File: src/hdl/lap_pkg.sv
// ----------------------------------------------------------------------------
// lap_pkg
// Shared types, constants and helper functions for the 2-D Laplacian unit.
// ----------------------------------------------------------------------------
`timescale 1ns / 1ps

package lap_pkg;

  // Default grid limits
  localparam int MAX_ROWS_DEF = 256;
  localparam int MAX_COLS_DEF = 256;

  // Field and internal widths
  localparam int SIZE_W     = 9;
  localparam int POS_W      = 13;
  localparam int SCALE_W    = 16;
  localparam int SAMPLE_W   = 16;
  localparam int LAP_W      = 32;
  localparam int ACC_W      = 23;
  localparam int WT_W       = 6;
  localparam int PROD_W     = ACC_W + SCALE_W + 1;
  localparam int FRAC_W     = 8;
  localparam int TAP_W      = 3;
  localparam int CFG_IDX_W  = 3;
  localparam int CFG_DATA_W = 16;
  localparam int MIN_SIZE   = 5;

  // Register indexes on the configuration port
  localparam logic [CFG_IDX_W-1:0] REG_ROWS     = 3'd0;
  localparam logic [CFG_IDX_W-1:0] REG_COLS     = 3'd1;
  localparam logic [CFG_IDX_W-1:0] REG_CENTER_Z = 3'd2;
  localparam logic [CFG_IDX_W-1:0] REG_EDGE_Z   = 3'd3;
  localparam logic [CFG_IDX_W-1:0] REG_CENTER_X = 3'd4;
  localparam logic [CFG_IDX_W-1:0] REG_EDGE_X   = 3'd5;

  // Command and status codes
  localparam logic CMD_LOAD    = 1'b0;
  localparam logic CMD_COMPUTE = 1'b1;
  localparam logic STAT_OK     = 1'b0;
  localparam logic STAT_RANGE  = 1'b1;

  // Last tap of each stencil
  localparam logic [TAP_W-1:0] TAP_LAST_CENTER = 3'd4;
  localparam logic [TAP_W-1:0] TAP_LAST_EDGE   = 3'd2;

  // Saturation limits
  localparam logic signed [LAP_W-1:0] LAP_MAX = 32'sh7FFF_FFFF;
  localparam logic signed [LAP_W-1:0] LAP_MIN = 32'sh8000_0000;

  // Controller to datapath commands
  typedef struct packed {
    logic             capture;
    logic             wr_en;
    logic             rd_en;
    logic             axis_x;
    logic [TAP_W-1:0] tap;
    logic             acc_clear;
    logic             mul_en;
    logic             sum_en;
    logic             err_en;
    logic             out_load;
  } lap_cmd_t;

  // Datapath to controller status
  typedef struct packed {
    logic is_compute;
    logic in_range;
    logic center_z;
    logic center_x;
  } lap_stat_t;

  // Stencil weight of one tap
  function automatic logic signed [WT_W-1:0] tap_weight(input logic center,
                                                       input logic [TAP_W-1:0] tap);
    logic signed [WT_W-1:0] w;
    w = '0;
    if (center) begin
      case (tap)
        3'd0:    w = -6'sd1;
        3'd1:    w = 6'sd16;
        3'd2:    w = -6'sd30;
        3'd3:    w = 6'sd16;
        3'd4:    w = -6'sd1;
        default: w = '0;
      endcase
    end else begin
      case (tap)
        3'd0:    w = 6'sd1;
        3'd1:    w = -6'sd2;
        3'd2:    w = 6'sd1;
        default: w = '0;
      endcase
    end
    return w;
  endfunction

  // Clamp a size register to [MIN_SIZE, maxv]
  function automatic logic [POS_W-1:0] clamp_size(input logic [SIZE_W-1:0] v,
                                                  input int maxv);
    logic [POS_W-1:0] r;
    r = POS_W'(v);
    if (r > POS_W'(maxv)) r = POS_W'(maxv);
    if (r < POS_W'(MIN_SIZE)) r = POS_W'(MIN_SIZE);
    return r;
  endfunction

endpackage

File: src/hdl/lap_ctrl.sv
// ----------------------------------------------------------------------------
// lap_ctrl
// Controller: sequences loads, tap reads, scaling and result hand-off, and
// owns both channel handshakes.
// ----------------------------------------------------------------------------
`timescale 1ns / 1ps

module lap_ctrl (
  input  logic               clk,
  input  logic               rst,
  input  logic               in_valid,
  output logic               in_ready,
  output logic               out_valid,
  input  logic               out_ready,
  input  lap_pkg::lap_stat_t stat,
  output lap_pkg::lap_cmd_t  cmd
);

  localparam logic [2:0] S_IDLE   = 3'd0;
  localparam logic [2:0] S_DECODE = 3'd1;
  localparam logic [2:0] S_RD_Z   = 3'd2;
  localparam logic [2:0] S_RD_X   = 3'd3;
  localparam logic [2:0] S_DRAIN  = 3'd4;
  localparam logic [2:0] S_MUL    = 3'd5;
  localparam logic [2:0] S_SUM    = 3'd6;
  localparam logic [2:0] S_OUT    = 3'd7;

  logic [2:0]                state, state_next;
  logic [lap_pkg::TAP_W-1:0] tap, tap_next;
  logic                      last_z, last_x, out_free;

  assign in_ready = (state == S_IDLE);
  assign out_free = !out_valid || out_ready;
  assign last_z   = (tap == (stat.center_z ? lap_pkg::TAP_LAST_CENTER
                                           : lap_pkg::TAP_LAST_EDGE));
  assign last_x   = (tap == (stat.center_x ? lap_pkg::TAP_LAST_CENTER
                                           : lap_pkg::TAP_LAST_EDGE));

  // Next state and datapath commands
  always_comb begin
    state_next = state;
    tap_next   = tap;
    cmd        = '0;
    cmd.tap    = tap;
    case (state)
      S_IDLE: begin
        cmd.capture = in_valid;
        if (in_valid) state_next = S_DECODE;
      end
      S_DECODE: begin
        tap_next = '0;
        if (!stat.is_compute) begin
          cmd.wr_en  = stat.in_range;
          state_next = S_IDLE;
        end else if (stat.in_range) begin
          cmd.acc_clear = 1'b1;
          state_next    = S_RD_Z;
        end else begin
          cmd.err_en = 1'b1;
          state_next = S_OUT;
        end
      end
      S_RD_Z: begin
        cmd.rd_en = 1'b1;
        if (last_z) begin
          tap_next   = '0;
          state_next = S_RD_X;
        end else begin
          tap_next = tap + 1'b1;
        end
      end
      S_RD_X: begin
        cmd.rd_en  = 1'b1;
        cmd.axis_x = 1'b1;
        if (last_x) begin
          tap_next   = '0;
          state_next = S_DRAIN;
        end else begin
          tap_next = tap + 1'b1;
        end
      end
      S_DRAIN: begin
        state_next = S_MUL;
      end
      S_MUL: begin
        cmd.mul_en = 1'b1;
        state_next = S_SUM;
      end
      S_SUM: begin
        cmd.sum_en = 1'b1;
        state_next = S_OUT;
      end
      S_OUT: begin
        if (out_free) begin
          cmd.out_load = 1'b1;
          state_next   = S_IDLE;
        end
      end
      default: begin
        state_next = S_IDLE;
      end
    endcase
  end

  // State and tap counter
  always_ff @(posedge clk) begin
    if (rst) begin
      state <= S_IDLE;
      tap   <= '0;
    end else begin
      state <= state_next;
      tap   <= tap_next;
    end
  end

  // Result valid: set on load, drop when taken
  always_ff @(posedge clk) begin
    if (rst) begin
      out_valid <= 1'b0;
    end else if (cmd.out_load) begin
      out_valid <= 1'b1;
    end else if (out_ready) begin
      out_valid <= 1'b0;
    end
  end

  // Never overwrite a result that has not been taken
  a_no_overwrite: assert property (@(posedge clk) disable iff (rst)
    cmd.out_load |-> out_free)
    else $error("result loaded over a pending transaction");

  // A loaded result is presented on the next cycle
  a_load_shows: assert property (@(posedge clk) disable iff (rst)
    cmd.out_load |=> out_valid)
    else $error("loaded result not presented");

  // Z tap counter stays within the chosen stencil
  a_tap_bound: assert property (@(posedge clk) disable iff (rst)
    (state == S_RD_Z) |-> (tap <= (stat.center_z ? lap_pkg::TAP_LAST_CENTER
                                                 : lap_pkg::TAP_LAST_EDGE)))
    else $error("z tap beyond stencil");

  // Multiply only after the last tap has been accumulated
  a_mul_after_drain: assert property (@(posedge clk) disable iff (rst)
    (state == S_MUL) |-> ($past(state) == S_DRAIN))
    else $error("scaling before the last tap settled");

endmodule

File: config.mk
export PLATFORM = sky130hd
export DESIGN_NAME = lap_ctrl
export DESIGN_NICKNAME = d
export VERILOG_FILES = /design/src/hdl/lap_pkg.sv /design/src/hdl/lap_ctrl.sv
export SDC_FILE = /design/constraint.sdc
export NUM_CORES = 1
export LEC_CHECK = 0
export ABC_AREA = 1
export ABC_CLOCK_PERIOD_IN_PS = 1320
export BUFFER_PORTS_ARGS = -buffer_cell sky130_fd_sc_hd__buf_4
export CORE_AREA = 2 2 39 41
export CTS_CLUSTER_DIAMETER = 30
export DETAILED_ROUTE_END_ITERATION = 10
export DIE_AREA = 0 0 41 43
export HOLD_SLACK_MARGIN = 0.12
export PLACE_DENSITY = 0.66
export SETUP_SLACK_MARGIN = 0.4
export SYNTH_ARGS = -nofsm -noshare
export SYNTH_HDL_FRONTEND = slang
export SYNTH_SLANG_ARGS = --single-unit
File: constraint.sdc
create_clock -name clk -period 1.32 [get_ports clk]
set_input_delay 0.132 -clock clk [delete_from_list [all_inputs] [get_ports clk]]
set_output_delay 0.132 -clock clk [all_outputs]
set_load 0.005 [all_outputs]
# Yosys cells after proc, flatten, opt, wreduce, memory -nomap -nowiden
# Index checks and enable logic that the tools add are counted.
# op_classes
addsub	1
n_eq_ne	13
n_mux	29
reduce_logical	7
# op_table
op	count
$mux 3	10
$pmux 3 s8	1
$mux 1	17
$eq 3x3->1 const B	4
$pmux 3 s3	1
$ne 2x2->1 const B	4
$eq 3x2->1 const B	2
$eq 3x3->1	2
$reduce_and 4->1	1
$add 3x1->3 const B	1
$eq 3x1->1 const B	1
$logic_not 3->1	1
$reduce_bool 3->1	1
$reduce_bool 2->1	1
$reduce_or 2->1	1
$logic_not 1->1	1
$logic_or 1x1->1	1
# word_totals
reg_bits	7
input_bits	8
output_inout_bits	14
wordCells	53

# Longest topological paths before layout
# logic_depth
word_depth	5
mapped_depth	10
depth_no_buf	10

# Least setup slack after synthesis
# OpenSTA, ideal clock, no wires.
# synth_path
path_type	flip-flop to flip-flop
startpoint	reg state[1]
endpoint	reg state[2]
arrival_ps	1050
setup_slack_ps	160
stages_incl_launch_ff	9
n_path_buf	0
path_cell_list	dfxtp_1 -> inv_2 -> or2_4 -> nor2_2 -> nand2_2 -> nand3_1 -> nand2_1 -> inv_1 -> nor2_1
# synth_between
elab_chain_cells	3
word_cells_on_any_way	14
# synth_lines
item	line	text
from (decl)	lap_ctrl.sv:28	logic [2:0] state, state_next;
from (signal assigned)	lap_ctrl.sv:111	state <= state_next;
$eq 3x3->1, or another cell as far along	lap_ctrl.sv:45	case (state)
$ne 2x2->1 (no source line)	--	
$reduce_and 4->1 (no source line)	--	
# Several ways; a longest one is shown, not always the timed one.
# A chain may end at the register's enable or synchronous reset.

==> impl_results.md <==
* Final core utilization at 61.57%
* Largest cells by area after synthesis: dfxtp_1 (28%), nand2_1 (20%), inv_1 (12%)
* Headroom to the max-slew limit at 78.49%
* Worst Hold Class: primary input to register
* Arrival @ worst endpoint at 1150 ps
* Initial drt markers at 23
* Multiplexer share of the synthesized area at 0%
* Starting Density at 36.53%
* Final setup viols at 0
* First-pass GRT wire length at 2001 um
* Wirelength per Cell at 9.420 um
* Die X at 41 um
* Period Utilization, post-route at 96.87%
* Req. time, crit path at 1190 ps
* Die ar. at 1763 sq um
* N_diodes at 0
* Min Tclk post-route at 1279 ps
* DRC viols at 0
* Vias per cell at 4.616
* Setup CP Type: register to primary output
* Num ports at 22
* DP Worst Slack at 106.3 ps
* Synth Area in Adders at 2.475%
* GRT Overall Usage at 16.60%
* Layout Nets at 132
* Layout cells sized above 1 at 45.90%
* Most common cell after layout, fill and taps aside: nand2_1
* Fmax at 0.7820 GHz
* Post-synth top area cell: dfxtp_1
* Area grow syn2layout at 68.56%
* Worst-case reg-to-reg path depth at 8
* Hold Path Sink: state[1]
* Synth Area in Simple Gates at 46.78%
* Worst r2r src: state[0]
* Critical Path Sink Type: primary output
* P per Cell Area at 1835 nW/um^2
* Leak at 0.4827 nW
* Fin. Hold Viols at 0
* Yosys cell types at 16
* Top cell type's share of synthesized area at 27.72%
* Fin Setup TNS at 0 ps
* Via count of the routed design at 637
* IO Port Bufs at 21
* Worst Skew at 5.981 ps
* TritonCTS clock tree: yes
* # H-tree levels at 1
* 1st-pass router iterations at 4
* CP Launch Type: register
* Hold Path Origin: rst
* Hold depth at 4
* CTS root buf: clkbuf_4
* Clock Latency Late Sink at 270 ps
* Most frequent cells in the layout: nand2_1 (25), buf_4 (24), inv_1 (14), nor2_1 (11)
* Syn nets at 99
* RSZ-0062 raised after global routing: true
* Crit Path Max Fanout at 8
* Compound-cell area share of the yosys netlist at 7.921%
* Clk sinks at 7
* Register area share after synthesis at 27.72%
* Reg2reg setup slack at 120 ps
* Outcome: complete, no violations
* Worst R2R End: tap[1]
* Vias in the first global route at 530
* CTS max path bufs at 2
* Sequential cell area at 153.9 sq um
* Fillers at 136
* Syn avg cell area at 5.617 sq um
* Core area at 1384 sq um
* Final GP Congestion at 0.7984
* Slew @ Worst Pin at 319.3 ps
* Post-Route WL at 1300 um
* FP Rows at 14
* Detail Route Antenna Nets at 0
* Synth Instances at 90
* Largest family of logic cells by synthesized area: simple AND/OR/NAND/NOR gates
* Seq cells post-synth at 7
* Mapped Area at 505.5 sq um
* Synth Area in XOR/XNOR at 1.733%
* Remaining global-route overflow at 0
* Hold buffers post-CTS at 0
* Largest net degree at the start of global routing at 9
* Maximum vdd drop at 0.0008310 V
* Die Height at 43 um
* Initial antenna violation count at 0
* Worst setup margin at 41.28 ps
* Detailed Place HPWL at 917.1 um
* Clk slew on worst S/H paths at 60 ps
* Maxcap violations at 0
* Max-slew violations at 0
* Tot Pwr at 1.564 mW
* TritonCTS Buffers at 3
* Multi-input logic area at 354.1 sq um
* Warnings, synthesis at 0
flip-flops by register name, summed over array words and instances, names as in the netlist:
signal,flops
out_valid,1
state,3
tap,3
what timing repair did:
action / 4_1_cts / 5_1_grt
buffers inserted: 6 / 1
pin swaps: 5 / 1
resized for setup: 12 / 13
endpoints found under the setup margin: 16 / 16
endpoints found under the hold margin: 0 / 0
cell families (layout without fill, tap and decap cells):
logic type                 Yosys count  in the layout
DFF                                  7              7
adders and majority gates            1              1
and+or+nand+nor                     56             56
xor gates and xnor gates             1              1
AOI/OAI and AO/OA                    7              7
buffers and inverters               18             50
critical path, stage by stage (launching register included):
cell	delay, ps
dfxtp_4	380
or2_4	280
o21ai_2	100
buf_4	110
layout make-up:
type,instances,area share [%]
Clock buffer,4,3.084
Inverter,18,8.517
Multi-Input combinational cell,65,41.56
Sequential cell,7,18.06
Tap cell,16,2.349
Timing Repair Buffer,28,26.43
how the worst max path moves through the flow:
stage	startpoint	endpoint	slack, ps
floorplan	state[1]	state[2]	230
global placement	state[0]	state[2]	120
detailed placement	state[0]	state[2]	110
CTS	state[1]	cmd[9]	50
global route	state[0]	cmd[9]	6
finish	state[0]	cmd[9]	40
per-stage QoR:
| stage | instance area [sq um] | hold WS [ps] | cells |
|---|---|---|---|
| 6_report | 852.1 | 185.6 | 138 |
| 5_1_grt | 852.1 | 224.9 | 138 |
| 4_1_cts | 799.5 | 195.6 | 137 |
| 3_5_place_dp | 695.7 | 462.8 | 127 |
| 3_3_place_gp | 695.7 | 457.8 | 127 |
| 2_1_floorplan | 518.0 | 300.5 | 90 |
metal layers:
metal,vias to the layer above,wire [um],GRT usage (%)
met5,-,0,0
met4,0,19,10.00
met3,3,46,4.712
met2,11,670,25.62
met1,284,563,19.09
li1,339,-,-
synthesized netlist by cell type:
| master | number |
|---|---|
| dfxtp_1 | 7 |
| ha_1 | 1 |
| inv_1 | 16 |
| inv_2 | 2 |
| nand2_1 | 27 |
| nand2_2 | 2 |
| nand3_1 | 7 |
| nand4_1 | 1 |
| nor2_1 | 15 |
| nor2_2 | 1 |
| nor3_1 | 2 |
| o21a_1 | 1 |
| o21ai_0 | 5 |
| o21bai_1 | 1 |
| or2_4 | 1 |
| xor2_1 | 1 |
power breakdown:
part	total (mW)	leakage, nW	internal, mW	switching (mW)
combinational	0.964	0.408	0.475	0.489
sequential	0.393	0.0601	0.297	0.0958
clock	0.207	0.0150	0.116	0.0913
total	1.56	0.483	0.887	0.676
Power figures use the tool's default switching activity.
